--- src/rtl/core/maqi_pkg.sv ---
// ----------------------------------------------------------------------------
// maqi_pkg
// Shared types and constants for the moving average / quadratic inverse unit.
// ----------------------------------------------------------------------------
package maqi_pkg;

    localparam int COEF_W   = 32;
    localparam int SAMPLE_W = 12;
    localparam int FILL_W   = 31;
    localparam int WSUM_W   = 16;
    localparam int CFG_IDX_W = 2;

    localparam logic [CFG_IDX_W-1:0] CFG_COEF_A = 2'd0;
    localparam logic [CFG_IDX_W-1:0] CFG_COEF_B = 2'd1;
    localparam logic [CFG_IDX_W-1:0] CFG_COEF_C = 2'd2;

    localparam logic [COEF_W-1:0] COEF_A_RST = 32'hFFFF_EB85;  // -5243
    localparam logic [COEF_W-1:0] COEF_B_RST = 32'd906363;
    localparam logic [COEF_W-1:0] COEF_C_RST = 32'd197905039;

    // 30.43 in Q15.16, truncated
    localparam logic [FILL_W-1:0] FILL_MAX_Q = 31'd1994260;
    localparam logic [FILL_W-1:0] FILL_SAT   = 31'h7FFF_FFFF;

    localparam int DET_W  = 68;   // padded to an even bit count
    localparam int ROOT_W = DET_W / 2;
    localparam int SREM_W = ROOT_W + 2;
    localparam int NUM_W  = 36;
    localparam int DVD_W  = 51;   // |num| << 16
    localparam int DVS_W  = 33;   // 2|a|
    localparam int CNT_W  = 6;

    typedef enum logic [3:0] {
        S_IDLE,
        S_RD,
        S_AVG,
        S_DIFF,
        S_MULA,
        S_MULB,
        S_DET,
        S_SQRT,
        S_QUOT,
        S_DIV,
        S_OUT
    } t_state;

endpackage

--- src/rtl/core/maqi_ram.sv ---
// ----------------------------------------------------------------------------
// maqi_ram
// Generic single-write, single-read RAM with registered read data.
// ----------------------------------------------------------------------------
module maqi_ram #(
    parameter int WIDTH = 12,
    parameter int DEPTH = 16
) (
    input  logic                     i_clk,
    input  logic                     i_we,
    input  logic [$clog2(DEPTH)-1:0] i_waddr,
    input  logic [WIDTH-1:0]         i_wdata,
    input  logic [$clog2(DEPTH)-1:0] i_raddr,
    output logic [WIDTH-1:0]         o_rdata
);

    logic [WIDTH-1:0] r_mem [DEPTH];
    logic [WIDTH-1:0] r_rdata;

    always_ff @(posedge i_clk) begin
        if (i_we) begin
            r_mem[i_waddr] <= i_wdata;
        end
        r_rdata <= r_mem[i_raddr];
    end

    assign o_rdata = r_rdata;

endmodule

--- src/rtl/core/moving_average_quadratic_inverse_unit.sv ---
// ----------------------------------------------------------------------------
// moving_average_quadratic_inverse_unit
// Moving average of force samples, then inversion of a quadratic calibration.
// ----------------------------------------------------------------------------
// One sample beat is taken at a time and yields one result beat, by a shorter
// path when there is no root, a is zero or the quotient would be zero or
// negative; a 34-step bit-pair square root and a 51-step restoring divide set
// the full length, with a shared 32x32 multiplier used in the MULA and MULB
// states. The window lives in a RAM with registered read data; entries count
// as zero until first written. Each result goes to an output register before a
// new sample is taken, and may wait there while the next one is taken. The
// user must write coefficients only while idle; the block does not enforce it.
// ----------------------------------------------------------------------------
module moving_average_quadratic_inverse_unit #(
    parameter int WINDOW_LEN = 16
) (
    input  logic                             i_clk,
    input  logic                             i_rst_n,
    input  logic                             i_valid,
    output logic                             o_ready,
    input  logic [maqi_pkg::SAMPLE_W-1:0]    i_sample,
    output logic                             o_valid,
    input  logic                             i_ready,
    output logic [maqi_pkg::FILL_W-1:0]      o_fill,
    output logic [maqi_pkg::WSUM_W-1:0]      o_window_sum,
    output logic                             o_no_root,
    input  logic                             i_cfg_we,
    input  logic [maqi_pkg::CFG_IDX_W-1:0]   i_cfg_index,
    input  logic [maqi_pkg::COEF_W-1:0]      i_cfg_data
);

    localparam int PTR_W   = $clog2(WINDOW_LEN);
    localparam int SUM_MAX = WINDOW_LEN * 4095;
    localparam int SUM_W   = $clog2(SUM_MAX + 1);
    // average by reciprocal multiply, exact for every reachable sum
    localparam int AVG_SH  = SUM_W + PTR_W;
    localparam int RCP_W   = AVG_SH + 16;
    localparam longint unsigned RCP_L =
        ((64'd1 << RCP_W) + 64'(WINDOW_LEN) - 64'd1) / 64'(WINDOW_LEN);
    localparam logic [RCP_W-1:0] RCP = RCP_W'(RCP_L);

    maqi_pkg::t_state r_state, n_state;

    logic [maqi_pkg::COEF_W-1:0]   r_coef_a, r_coef_b, r_coef_c;
    logic [WINDOW_LEN-1:0]         r_vld;
    logic [PTR_W-1:0]              r_wpos;
    logic [SUM_W-1:0]              r_sum;
    logic [maqi_pkg::SAMPLE_W-1:0] r_sample;
    logic [31:0]                   r_avg;
    logic signed [33:0]            r_d;
    logic [63:0]                   r_prod, r_p;
    logic                          r_pneg;
    logic [maqi_pkg::DET_W-1:0]    r_det;
    logic [maqi_pkg::SREM_W-1:0]   r_srem;
    logic [maqi_pkg::ROOT_W-1:0]   r_root;
    logic [maqi_pkg::DVD_W-1:0]    r_dvd;
    logic [maqi_pkg::DVS_W-1:0]    r_dvs;
    logic [maqi_pkg::DVS_W-1:0]    r_drem;
    logic [maqi_pkg::CNT_W-1:0]    r_cnt;
    logic [maqi_pkg::FILL_W-1:0]   r_fill;
    logic                          r_noroot;
    logic                          r_out_valid;
    logic [maqi_pkg::FILL_W-1:0]   r_out_fill;
    logic [SUM_W-1:0]              r_out_sum;
    logic                          r_out_noroot;

    logic                          accept;
    logic                          ram_we;
    logic [maqi_pkg::SAMPLE_W-1:0] ram_rdata;
    logic [maqi_pkg::SAMPLE_W-1:0] old_smp;
    logic [SUM_W+RCP_W-1:0]        avg_full;
    logic [31:0]                   mag_a, mag_b, mag_d;
    logic [31:0]                   mul_x, mul_y;
    logic [66:0]                   p4, b2e, det_v;
    logic                          p_gt;
    logic [maqi_pkg::SREM_W+1:0]   s_sh, s_trial;
    logic signed [maqi_pkg::NUM_W-1:0] num;
    logic [maqi_pkg::NUM_W-1:0]    num_mag;
    logic [maqi_pkg::DVS_W:0]      d_sh;
    logic                          out_load;

    assign accept   = i_valid && o_ready;
    assign o_ready  = (r_state == maqi_pkg::S_IDLE);
    assign out_load = (r_state == maqi_pkg::S_OUT) && (!r_out_valid || i_ready);

    maqi_ram #(
        .WIDTH (maqi_pkg::SAMPLE_W),
        .DEPTH (WINDOW_LEN)
    ) u_ring (
        .i_clk   (i_clk),
        .i_we    (ram_we),
        .i_waddr (r_wpos),
        .i_wdata (r_sample),
        .i_raddr (r_wpos),
        .o_rdata (ram_rdata)
    );

    // datapath helpers
    always_comb begin
        ram_we   = (r_state == maqi_pkg::S_RD);
        old_smp  = r_vld[r_wpos] ? ram_rdata : '0;
        avg_full = r_sum * RCP;
        mag_a    = r_coef_a[31] ? (32'd0 - r_coef_a) : r_coef_a;
        mag_b    = r_coef_b[31] ? (32'd0 - r_coef_b) : r_coef_b;
        mag_d    = r_d[33] ? 32'(34'sd0 - r_d) : r_d[31:0];
        mul_x    = (r_state == maqi_pkg::S_MULA) ? mag_a : mag_b;
        mul_y    = (r_state == maqi_pkg::S_MULA) ? mag_d : mag_b;
        p4       = {1'b0, r_p, 2'b00};
        b2e      = {3'b000, r_prod};
        p_gt     = p4 > b2e;
        det_v    = r_pneg ? (b2e - p4) : (p4 + b2e);
        s_sh     = {r_srem, r_det[maqi_pkg::DET_W-1 -: 2]};
        s_trial  = {2'b00, r_root, 2'b01};
        num      = $signed({2'b00, r_root}) - $signed({{4{r_coef_b[31]}}, r_coef_b});
        num_mag  = num[maqi_pkg::NUM_W-1] ? ('0 - num) : num;
        d_sh     = {r_drem, r_dvd[maqi_pkg::DVD_W-1]};
    end

    // control
    always_ff @(posedge i_clk) begin
        if (!i_rst_n) begin
            r_state <= maqi_pkg::S_IDLE;
        end else begin
            r_state <= n_state;
        end
    end

    always_comb begin
        n_state = r_state;
        case (r_state)
            maqi_pkg::S_IDLE: if (i_valid) n_state = maqi_pkg::S_RD;
            maqi_pkg::S_RD:   n_state = maqi_pkg::S_AVG;
            maqi_pkg::S_AVG:  n_state = maqi_pkg::S_DIFF;
            maqi_pkg::S_DIFF: n_state = maqi_pkg::S_MULA;
            maqi_pkg::S_MULA: n_state = maqi_pkg::S_MULB;
            maqi_pkg::S_MULB: n_state = maqi_pkg::S_DET;
            maqi_pkg::S_DET: begin
                if ((r_pneg && p_gt) || r_coef_a == '0) begin
                    n_state = maqi_pkg::S_OUT;
                end else begin
                    n_state = maqi_pkg::S_SQRT;
                end
            end
            maqi_pkg::S_SQRT: if (r_cnt == '0) n_state = maqi_pkg::S_QUOT;
            maqi_pkg::S_QUOT: begin
                if (num != '0 && num[maqi_pkg::NUM_W-1] == r_coef_a[31]) begin
                    n_state = maqi_pkg::S_DIV;
                end else begin
                    n_state = maqi_pkg::S_OUT;
                end
            end
            maqi_pkg::S_DIV:  if (r_cnt == '0) n_state = maqi_pkg::S_OUT;
            maqi_pkg::S_OUT:  if (!r_out_valid || i_ready) n_state = maqi_pkg::S_IDLE;
            default:          n_state = maqi_pkg::S_IDLE;
        endcase
    end

    // coefficients, ring bookkeeping, output register
    always_ff @(posedge i_clk) begin
        if (!i_rst_n) begin
            r_coef_a    <= maqi_pkg::COEF_A_RST;
            r_coef_b    <= maqi_pkg::COEF_B_RST;
            r_coef_c    <= maqi_pkg::COEF_C_RST;
            r_vld       <= '0;
            r_wpos      <= '0;
            r_sum       <= '0;
            r_out_valid <= 1'b0;
        end else begin
            if (i_cfg_we) begin
                case (i_cfg_index)
                    maqi_pkg::CFG_COEF_A: r_coef_a <= i_cfg_data;
                    maqi_pkg::CFG_COEF_B: r_coef_b <= i_cfg_data;
                    maqi_pkg::CFG_COEF_C: r_coef_c <= i_cfg_data;
                    default: ;
                endcase
            end
            if (r_state == maqi_pkg::S_RD) begin
                r_sum         <= r_sum - SUM_W'(old_smp) + SUM_W'(r_sample);
                r_vld[r_wpos] <= 1'b1;
                r_wpos        <= (r_wpos == PTR_W'(WINDOW_LEN - 1)) ? '0 : r_wpos + 1'b1;
            end
            if (out_load) begin
                r_out_valid <= 1'b1;
            end else if (i_ready) begin
                r_out_valid <= 1'b0;
            end
        end
    end

    // arithmetic
    always_ff @(posedge i_clk) begin
        if (accept) begin
            r_sample <= i_sample;
        end
        case (r_state)
            maqi_pkg::S_AVG:  r_avg <= 32'(avg_full >> AVG_SH);
            maqi_pkg::S_DIFF: r_d <= $signed({2'b00, r_avg})
                                     - $signed({{2{r_coef_c[31]}}, r_coef_c});
            maqi_pkg::S_MULA: begin
                r_prod <= mul_x * mul_y;
                r_pneg <= (r_coef_a[31] != r_d[33]) && r_coef_a != '0 && r_d != '0;
            end
            maqi_pkg::S_MULB: begin
                r_prod <= mul_x * mul_y;
                r_p    <= r_prod;
            end
            maqi_pkg::S_DET: begin
                r_det    <= {1'b0, det_v};
                r_srem   <= '0;
                r_root   <= '0;
                r_cnt    <= maqi_pkg::CNT_W'(maqi_pkg::ROOT_W - 1);
                r_noroot <= r_pneg && p_gt;
                r_fill   <= (r_pneg && p_gt) ? maqi_pkg::FILL_MAX_Q : '0;
            end
            maqi_pkg::S_SQRT: begin
                r_det <= r_det << 2;
                r_cnt <= r_cnt - 1'b1;
                if (s_sh >= s_trial) begin
                    r_srem <= maqi_pkg::SREM_W'(s_sh - s_trial);
                    r_root <= {r_root[maqi_pkg::ROOT_W-2:0], 1'b1};
                end else begin
                    r_srem <= maqi_pkg::SREM_W'(s_sh);
                    r_root <= {r_root[maqi_pkg::ROOT_W-2:0], 1'b0};
                end
            end
            maqi_pkg::S_QUOT: begin
                r_dvd  <= {num_mag[maqi_pkg::NUM_W-2:0], 16'h0000};
                r_dvs  <= {mag_a, 1'b0};
                r_drem <= '0;
                r_cnt  <= maqi_pkg::CNT_W'(maqi_pkg::DVD_W - 1);
                r_fill <= '0;
            end
            maqi_pkg::S_DIV: begin
                r_cnt <= r_cnt - 1'b1;
                if (d_sh >= {1'b0, r_dvs}) begin
                    r_drem <= maqi_pkg::DVS_W'(d_sh - {1'b0, r_dvs});
                    r_dvd  <= {r_dvd[maqi_pkg::DVD_W-2:0], 1'b1};
                end else begin
                    r_drem <= maqi_pkg::DVS_W'(d_sh);
                    r_dvd  <= {r_dvd[maqi_pkg::DVD_W-2:0], 1'b0};
                end
            end
            maqi_pkg::S_OUT: begin
                if (r_cnt == '0 && r_fill == '0 && !r_noroot && r_dvd != '0) begin
                    r_fill <= '0;
                end
            end
            default: ;
        endcase
        if (out_load) begin
            r_out_sum    <= r_sum;
            r_out_noroot <= r_noroot;
            r_out_fill   <= r_fill;
        end
        if (r_state == maqi_pkg::S_DIV && r_cnt == '0) begin
            r_fill <= (|r_dvd[maqi_pkg::DVD_W-2:maqi_pkg::FILL_W-1])
                      ? maqi_pkg::FILL_SAT
                      : {r_dvd[maqi_pkg::FILL_W-2:0], (d_sh >= {1'b0, r_dvs})};
        end
    end

    assign o_valid      = r_out_valid;
    assign o_fill       = r_out_fill;
    assign o_window_sum = maqi_pkg::WSUM_W'(r_out_sum);
    assign o_no_root    = r_out_noroot;

    a_noroot_fill: assert property (@(posedge i_clk) disable iff (!i_rst_n)
        (o_valid && o_no_root) |-> (o_fill == maqi_pkg::FILL_MAX_Q))
        else $error("no_root result without maximum fill");

    a_accept_reads: assert property (@(posedge i_clk) disable iff (!i_rst_n)
        accept |=> (r_state == maqi_pkg::S_RD))
        else $error("accepted sample did not start the ring read");

    a_sum_range: assert property (@(posedge i_clk) disable iff (!i_rst_n)
        r_sum <= SUM_W'(SUM_MAX))
        else $error("window sum out of range");

endmodule

--- config.mk ---
export PLATFORM = sky130hd
export DESIGN_NAME = moving_average_quadratic_inverse_unit
export DESIGN_NICKNAME = d
export VERILOG_FILES = /design/src/rtl/core/maqi_pkg.sv /design/src/rtl/core/maqi_ram.sv /design/src/rtl/core/moving_average_quadratic_inverse_unit.sv
export SDC_FILE = /design/constraint.sdc
export NUM_CORES = 2
export LEC_CHECK = 0
export CAP_MARGIN = 30
export CORE_MARGIN = 8
export CORE_UTILIZATION = 50
export DETAILED_ROUTE_END_ITERATION = 6
export DONT_BUFFER_PORTS = 1
export MAX_ROUTING_LAYER = met4
export REMOVE_ABC_BUFFERS = 1
export SYNTH_ARGS = -nofsm -noshare
export SYNTH_HDL_FRONTEND = slang
export SYNTH_SLANG_ARGS = --single-unit
--- constraint.sdc ---
create_clock -name i_clk -period 11.1 [get_ports i_clk]
set_input_delay 1.11 -clock i_clk [delete_from_list [all_inputs] [get_ports i_clk]]
set_output_delay 1.11 -clock i_clk [all_outputs]
set_load 0.01 [all_outputs]
# Word level (Yosys, flattened, before mapping)
# Memory sizes are Yosys's and may differ from the RTL's. A register that Yosys moved wholly into a read port is not among the register bits.
# Cells that the tools add are included.
classes:
  n_addsub: 14
  mul: 1
  order_cmp: 5
  n_eq_ne: 20
  n_mux: 39
  bitwise: 1
  reduce_logical: 37
ops:
  columns: ["op", "n"]
  rows:
  - ["32-bit two-way mux", 5]
  - ["68-bit case mux with 2 select lines", 1]
  - ["51-bit case mux with 2 select lines", 1]
  - ["1-bit by 32-bit subtractor with 32-bit output (first input constant)", 3]
  - ["31-bit two-way mux", 3]
  - ["31-bit case mux with 3 select lines", 1]
  - ["36-bit case mux with 2 select lines", 1]
  - ["34-bit case mux with 2 select lines", 1]
  - ["66-bit by 64-bit adder with 67-bit output", 1]
  - ["67-bit two-way mux", 1]
  - ["64-bit by 66-bit subtractor with 67-bit output", 1]
  - ["66-bit by 64-bit greater-than comparator with 1-bit output", 1]
  - ["33-bit case mux with 2 select lines", 1]
  - ["32-bit by 32-bit multiplier with 64-bit output", 1]
  - ["51-bit nonzero test", 1]
  - ["4-bit case mux with 11 select lines", 1]
  - ["38-bit by 36-bit greater-or-equal comparator with 1-bit output", 1]
  - ["36-bit two-way mux", 1]
  - ["36-bit nonzero test", 1]
  - ["35-bit by 32-bit subtractor with 36-bit output", 1]
  - ["36-bit subtractor", 1]
  - ["35-bit two-way mux", 1]
  - ["1-bit by 35-bit subtractor with 35-bit output (first input constant)", 1]
  - ["34-bit by 33-bit greater-or-equal comparator with 1-bit output", 1]
  - ["other kinds (46)", 85]
totals:
  reg_bits: 667
  ram_bits: 192
  output_inout_bits: 50
  word_cells: 144
  memories: 1
mem_list:
  columns: ["memory", "words", "word_bits", "rd", "rd_clocked_by_memory_dff", "write_ports", "line_no", "text"]
  rows:
  - ["u_ring.r_mem", 16, 12, 1, 1, 1, "maqi_ram.sv:17", "logic [WIDTH-1:0] r_mem [DEPTH];"]

# Longest topological paths before layout
logic_depth:
  depth_word: 7
  mapped_depth: 41
  ltp_nobuf: 39

# Hierarchy
# From an unflattened synthesis, not the netlist that was laid out.
hier_totals:
  cells_unflattened: 8617
  hier_area_um2: 81833.5
modules_own_cells:
  columns: ["mod", "instances", "cells_each", "area_per_inst_um2"]
  rows:
  - ["moving_average_quadratic_inverse_unit", 1, 8288, 74233.7]
  - ["maqi_ram", 1, 329, 7599.8]

# Worst setup path before layout
# OpenSTA, ideal clock, no wires.
synth_timing:
  path_kind: "register to register"
  from: "register r_coef_b[5] (netlist bit)"
  to: "register r_prod[63] (data pin)"
  setup_time_ps: 260
  t_arrival_ps: 9515
  path_slack_ps: 1325
  path_stages_with_launch: 39
  path_buffers: 4
  cell_sequence: "dfxtp_1 -> nor4_2 -> nand2_1 -> or3_1 -> clkbuf_1 -> or3_1 -> or3_1 -> buf_2 -> o31ai_1 -> xnor2_1 -> nand2_1 -> nand2_1 -> buf_2 -> nor2_1 -> fa_1 -> fa_1 -> inv_1 -> fa_1 -> [3 not listed] -> fa_1 -> fa_1 -> inv_1 -> fa_1 -> inv_1 -> ha_1 -> clkbuf_1 -> and4_1 -> and3_1 -> nand3_1 -> o211ai_1 -> nor3_1 -> o311a_1 -> o31ai_1 -> a31oi_1 -> o21ai_0 -> a21oi_1 -> xnor2_1"
synth_via:
  elab_chain_len: 4
  word_cells_on_any_way: 5
synth_lines:
  columns: ["item", "line_no", "text"]
  rows:
  - ["from (decl)", "moving_average_quadratic_inverse_unit.sv:44", "logic [maqi_pkg::COEF_W-1:0] r_coef_a, r_coef_b, r_coef_c;"]
  - ["from (signal assigned)", "moving_average_quadratic_inverse_unit.sv:162", "r_coef_b <= maqi_pkg::COEF_B_RST;"]
  - ["from (signal assigned)", "moving_average_quadratic_inverse_unit.sv:172", "maqi_pkg::CFG_COEF_B: r_coef_b <= i_cfg_data;"]
  - ["1-bit by 32-bit subtractor with 32-bit output", "moving_average_quadratic_inverse_unit.sv:104", "mag_b = r_coef_b[31] ? (32'd0 - r_coef_b) : r_coef_b;"]
  - ["32-bit two-way mux *", "moving_average_quadratic_inverse_unit.sv:104", null]
  - ["32-bit two-way mux, on equally long branches", "moving_average_quadratic_inverse_unit.sv:106, moving_average_quadratic_inverse_unit.sv:107", null]
  - ["32-bit by 32-bit multiplier with 64-bit output *", "moving_average_quadratic_inverse_unit.sv:200, moving_average_quadratic_inverse_unit.sv:204", null]
  - ["to (signal assigned)", "moving_average_quadratic_inverse_unit.sv:200", "r_prod <= mul_x * mul_y;"]
  - ["to (signal assigned)", "moving_average_quadratic_inverse_unit.sv:204", "r_prod <= mul_x * mul_y;"]
  - ["to (decl)", "moving_average_quadratic_inverse_unit.sv:51", "logic [63:0] r_prod, r_p;"]
# Every way passes the cells marked *; elsewhere a longest branch is shown, timed or not.
# A chain may end at the register's enable or synchronous reset.

# Worst setup path in the final report
layout_timing:
  from: "register r_d[14]"
  to: "register r_prod[63] (data pin)"
layout_via:
  elab_chain_len: 4
layout_lines:
  columns: ["item", "line_no", "text"]
  rows:
  - ["from (decl)", "moving_average_quadratic_inverse_unit.sv:50", "logic signed [33:0] r_d;"]
  - ["from (signal assigned)", "moving_average_quadratic_inverse_unit.sv:197", "maqi_pkg::S_DIFF: r_d <= $signed({2'b00, r_avg})"]
  - ["1-bit by 32-bit subtractor with 32-bit output", "moving_average_quadratic_inverse_unit.sv:105", "mag_d = r_d[33] ? 32'(34'sd0 - r_d) : r_d[31:0];"]
  - ["32-bit two-way mux *", "moving_average_quadratic_inverse_unit.sv:105", null]
  - ["32-bit two-way mux *", "moving_average_quadratic_inverse_unit.sv:107", "mul_y = (r_state == maqi_pkg::S_MULA) ? mag_d : mag_b;"]
  - ["32-bit by 32-bit multiplier with 64-bit output *", "moving_average_quadratic_inverse_unit.sv:200, moving_average_quadratic_inverse_unit.sv:204", null]
# Marks and branches as above.

==> qor.yml <==
place_inst: 10680
layout.cells.non_filler: 10880
via_per_inst: 5.879
finalSetupTns_ps: 0
timing.fmax_mhz: 93.44
register_area_um2: 24670
slew-limit-headroom: 0.2842
r2r-end: "r_prod[63]"
clk_path_buf_depth: 3
drv_cap: 0
worstPathMaxFanout: 9
status: "completed"
grt_pass1_vias: 64630
path_common_cell: "fa_1"
die_h_um: 422.7
setup_viol: 0
final_layout_size_suffix_gt1_frac: 0.06819
min_to: "r_sample[11]"
synth_cell_types: 110
slew_viol_final: 0
rr_worst_depth: 34
endpoint_kind: "flop"
overflow: 0
multi_input_area_um2: 51970
seq_area_frac_synth: 0.2983
crit_type: "reg -> reg"
die-width_um: 422.7
layout.filler_cells: 14930
hpwlAfterDp_mm: 216.1
h-tree-depth: 3
core-area_um2: 164600
cts_hold_buf: 0
rows: 149
hp-class: "in -> reg"
reg2reg_from: "r_d[14]"
grt_pass1_wl_mm: 413.1
firstDrtPassIters: 6
finalClockSkew_ps: 73.02
arrival_ps: 11220
dieArea_um2: 178600
layout_min_cycle_time_ps: 10700
crit_path_max_incr_delay_ps: 570
gp_congestion: 1.031
port_buffers: 0
initial_core_util: 0.5023
design_area_um2: 89180
yosys_warnings: 0
syn_inst: 8687
cts-root-buf: "clkbuf_16"
path_clk_slew_ps: 60
placed_area_um2: 85740
start_kind: "flop"
holdCritStartpoint: "i_sample[11]"
ios: 101
clk_latency_ps: 790
rrSetupSlack_ps: 400
nets: 10090
whs_path_depth: 0
ys_ff_latch: 871
ant_nets: 0
tightestPinTransition_ps: 1074
period_share: 0.9641
track_usage: 0.3124
grt_antenna_before_repair: 11
vias: 63970
finalHoldViolations: 0
grt_max_degree: 139
ys.flop_type: "edfxtp_1"
synth_top_area_frac: 0.2622
cts.sinks: 871
wirelength_mm: 274.1
required_ps: 11620
syn-cell-area_um2: 82690
synth_edf_count: 722
wl_per_cell_um: 25.19
rsz0062_at_grt: "no"
ys_async_sr_fraction: 0
yosysTopAreaCell: "edfxtp_1"
avgSynthCellArea_um2: 9.519
cts_buffers: 98
areaGrowthSynthToFinish_pct: 7.844
drc: 0
synth_area_leaders: "edfxtp_1, fa_1, ha_1"
initialDrtViolationCount: 6062
cp_slowest_cell: "fa_1"
tritoncts: "yes"
==> registers in the layout (all words and copies together) (netlist names), 31 cells and up <==
register and cells:
r_srem 36, r_coef_b 32, r_dvs 32, r_det 68, r_dvd 51, r_d 33
r_drem 33, r_coef_c 32, o_fill 31, r_root 34, r_coef_a 32, r_fill 31
r_p 64, r_prod 64, u_ring.r_mem 192
==> cell usage in the layout, fill, tap and decap left out, drive strengths merged, types with 149 or more instances in the layout <==
master,count
xnor2,254
fa,912
a21oi,461
ha,533
dfxtp,149
o21ai,302
edfxtp,722
nand2,1048
inv,1244
nor2,942
buf,228
==> timing repair <==
action | in CTS | in global routing
buffers inserted | 0 | 0
resized for setup | 0 | 14
endpoints found under the setup margin | 0 | 8
==> per-stage QoR <==
stage,hold slack (ps),util,setup slack [ps]
floorplan,416.9,-,163.1
global placement,425.7,0.5205,492.0
detailed placement,434.1,0.5209,362.5
CTS,359.0,0.5411,400.1
global route,385.7,0.5417,3.730
finish,425.2,0.5417,398.1
==> per-layer routing <==
metal	GRT usage	wire length, um	vias up
li1	-	-	28690
met1	0.3978	111400	32020
met2	0.4921	126800	2619
met3	0.04726	19890	646
met4	0.1486	16080	0
met5	-	0	-
==> synth_stat cells (62+ instances only) <==
| library cell | instances |
|---|---|
| inv_1 | 1231 |
| nand2_1 | 1047 |
| nor2_1 | 932 |
| fa_1 | 912 |
| edfxtp_1 | 722 |
| ha_1 | 533 |
| a21oi_1 | 461 |
| clkbuf_1 | 368 |
| o21ai_0 | 275 |
| xnor2_1 | 254 |
| dfxtp_1 | 149 |
| nand3_1 | 132 |
| and2_1 | 112 |
| xor2_1 | 105 |
| a21o_1 | 102 |
| nor3_1 | 94 |
| o21a_1 | 73 |
| o31ai_1 | 68 |
| mux4_2 | 65 |
| and3_1 | 63 |
| o21bai_1 | 63 |
| a21boi_0 | 62 |
==> cells by family (layout without fill, tap and decap cells) <==
logic type	Yosys count	count (layout)	share of synthesized area
and+or+nand+nor	2754	2754	0.1472
other	0	11	0
DFF	871	871	0.2983
buffers and inverters	1661	1655	0.07659
adders and majority gates	1445	1445	0.3014
AOI/OAI and AO/OA	1506	1506	0.1176
xor gates and xnor gates	359	359	0.03802
muxes	91	91	0.02090
==> worst max path at each step <==
| stage | start | endpoint | slack [ps] | depth (start not counted) |
|---|---|---|---|---|
| 2_1_floorplan | r_state[0] | r_prod[58] | 160 | 28 |
| 3_3_place_gp | r_coef_b[2] | r_prod[63] | 490 | 35 |
| 3_5_place_dp | r_coef_b[5] | r_prod[63] | 360 | 34 |
| 4_1_cts | r_coef_b[5] | r_prod[63] | 400 | 34 |
| 5_1_grt | r_d[14] | r_prod[52] | 4 | 34 |
| 6_report | r_d[14] | r_prod[63] | 400 | 34 |
==> critical path: cells and delay by family, from the launching register on <==
kind                       cells  cell delay, ps
AOI/OAI and AO/OA              7            1680
xor gates and xnor gates       1             130
adders and majority gates      9            4370
buffers and inverters          4             290
DFF                            1             420
and+or+nand+nor               13            3620
==> final cells by class <==
class | count | area share
multi-input combinational | 6155 | 0.5828
clock inverter | 59 | 0.007787
sequential | 871 | 0.2767
clock buffer | 127 | 0.02963
tap | 2189 | 0.03071
antenna | 11 | 0.0003087
timing repair buffer | 228 | 0.01977
inverter | 1241 | 0.05229
Power is not shown: default switching activity piles up to over one toggle a cycle in this logic, so the estimate is an artifact.
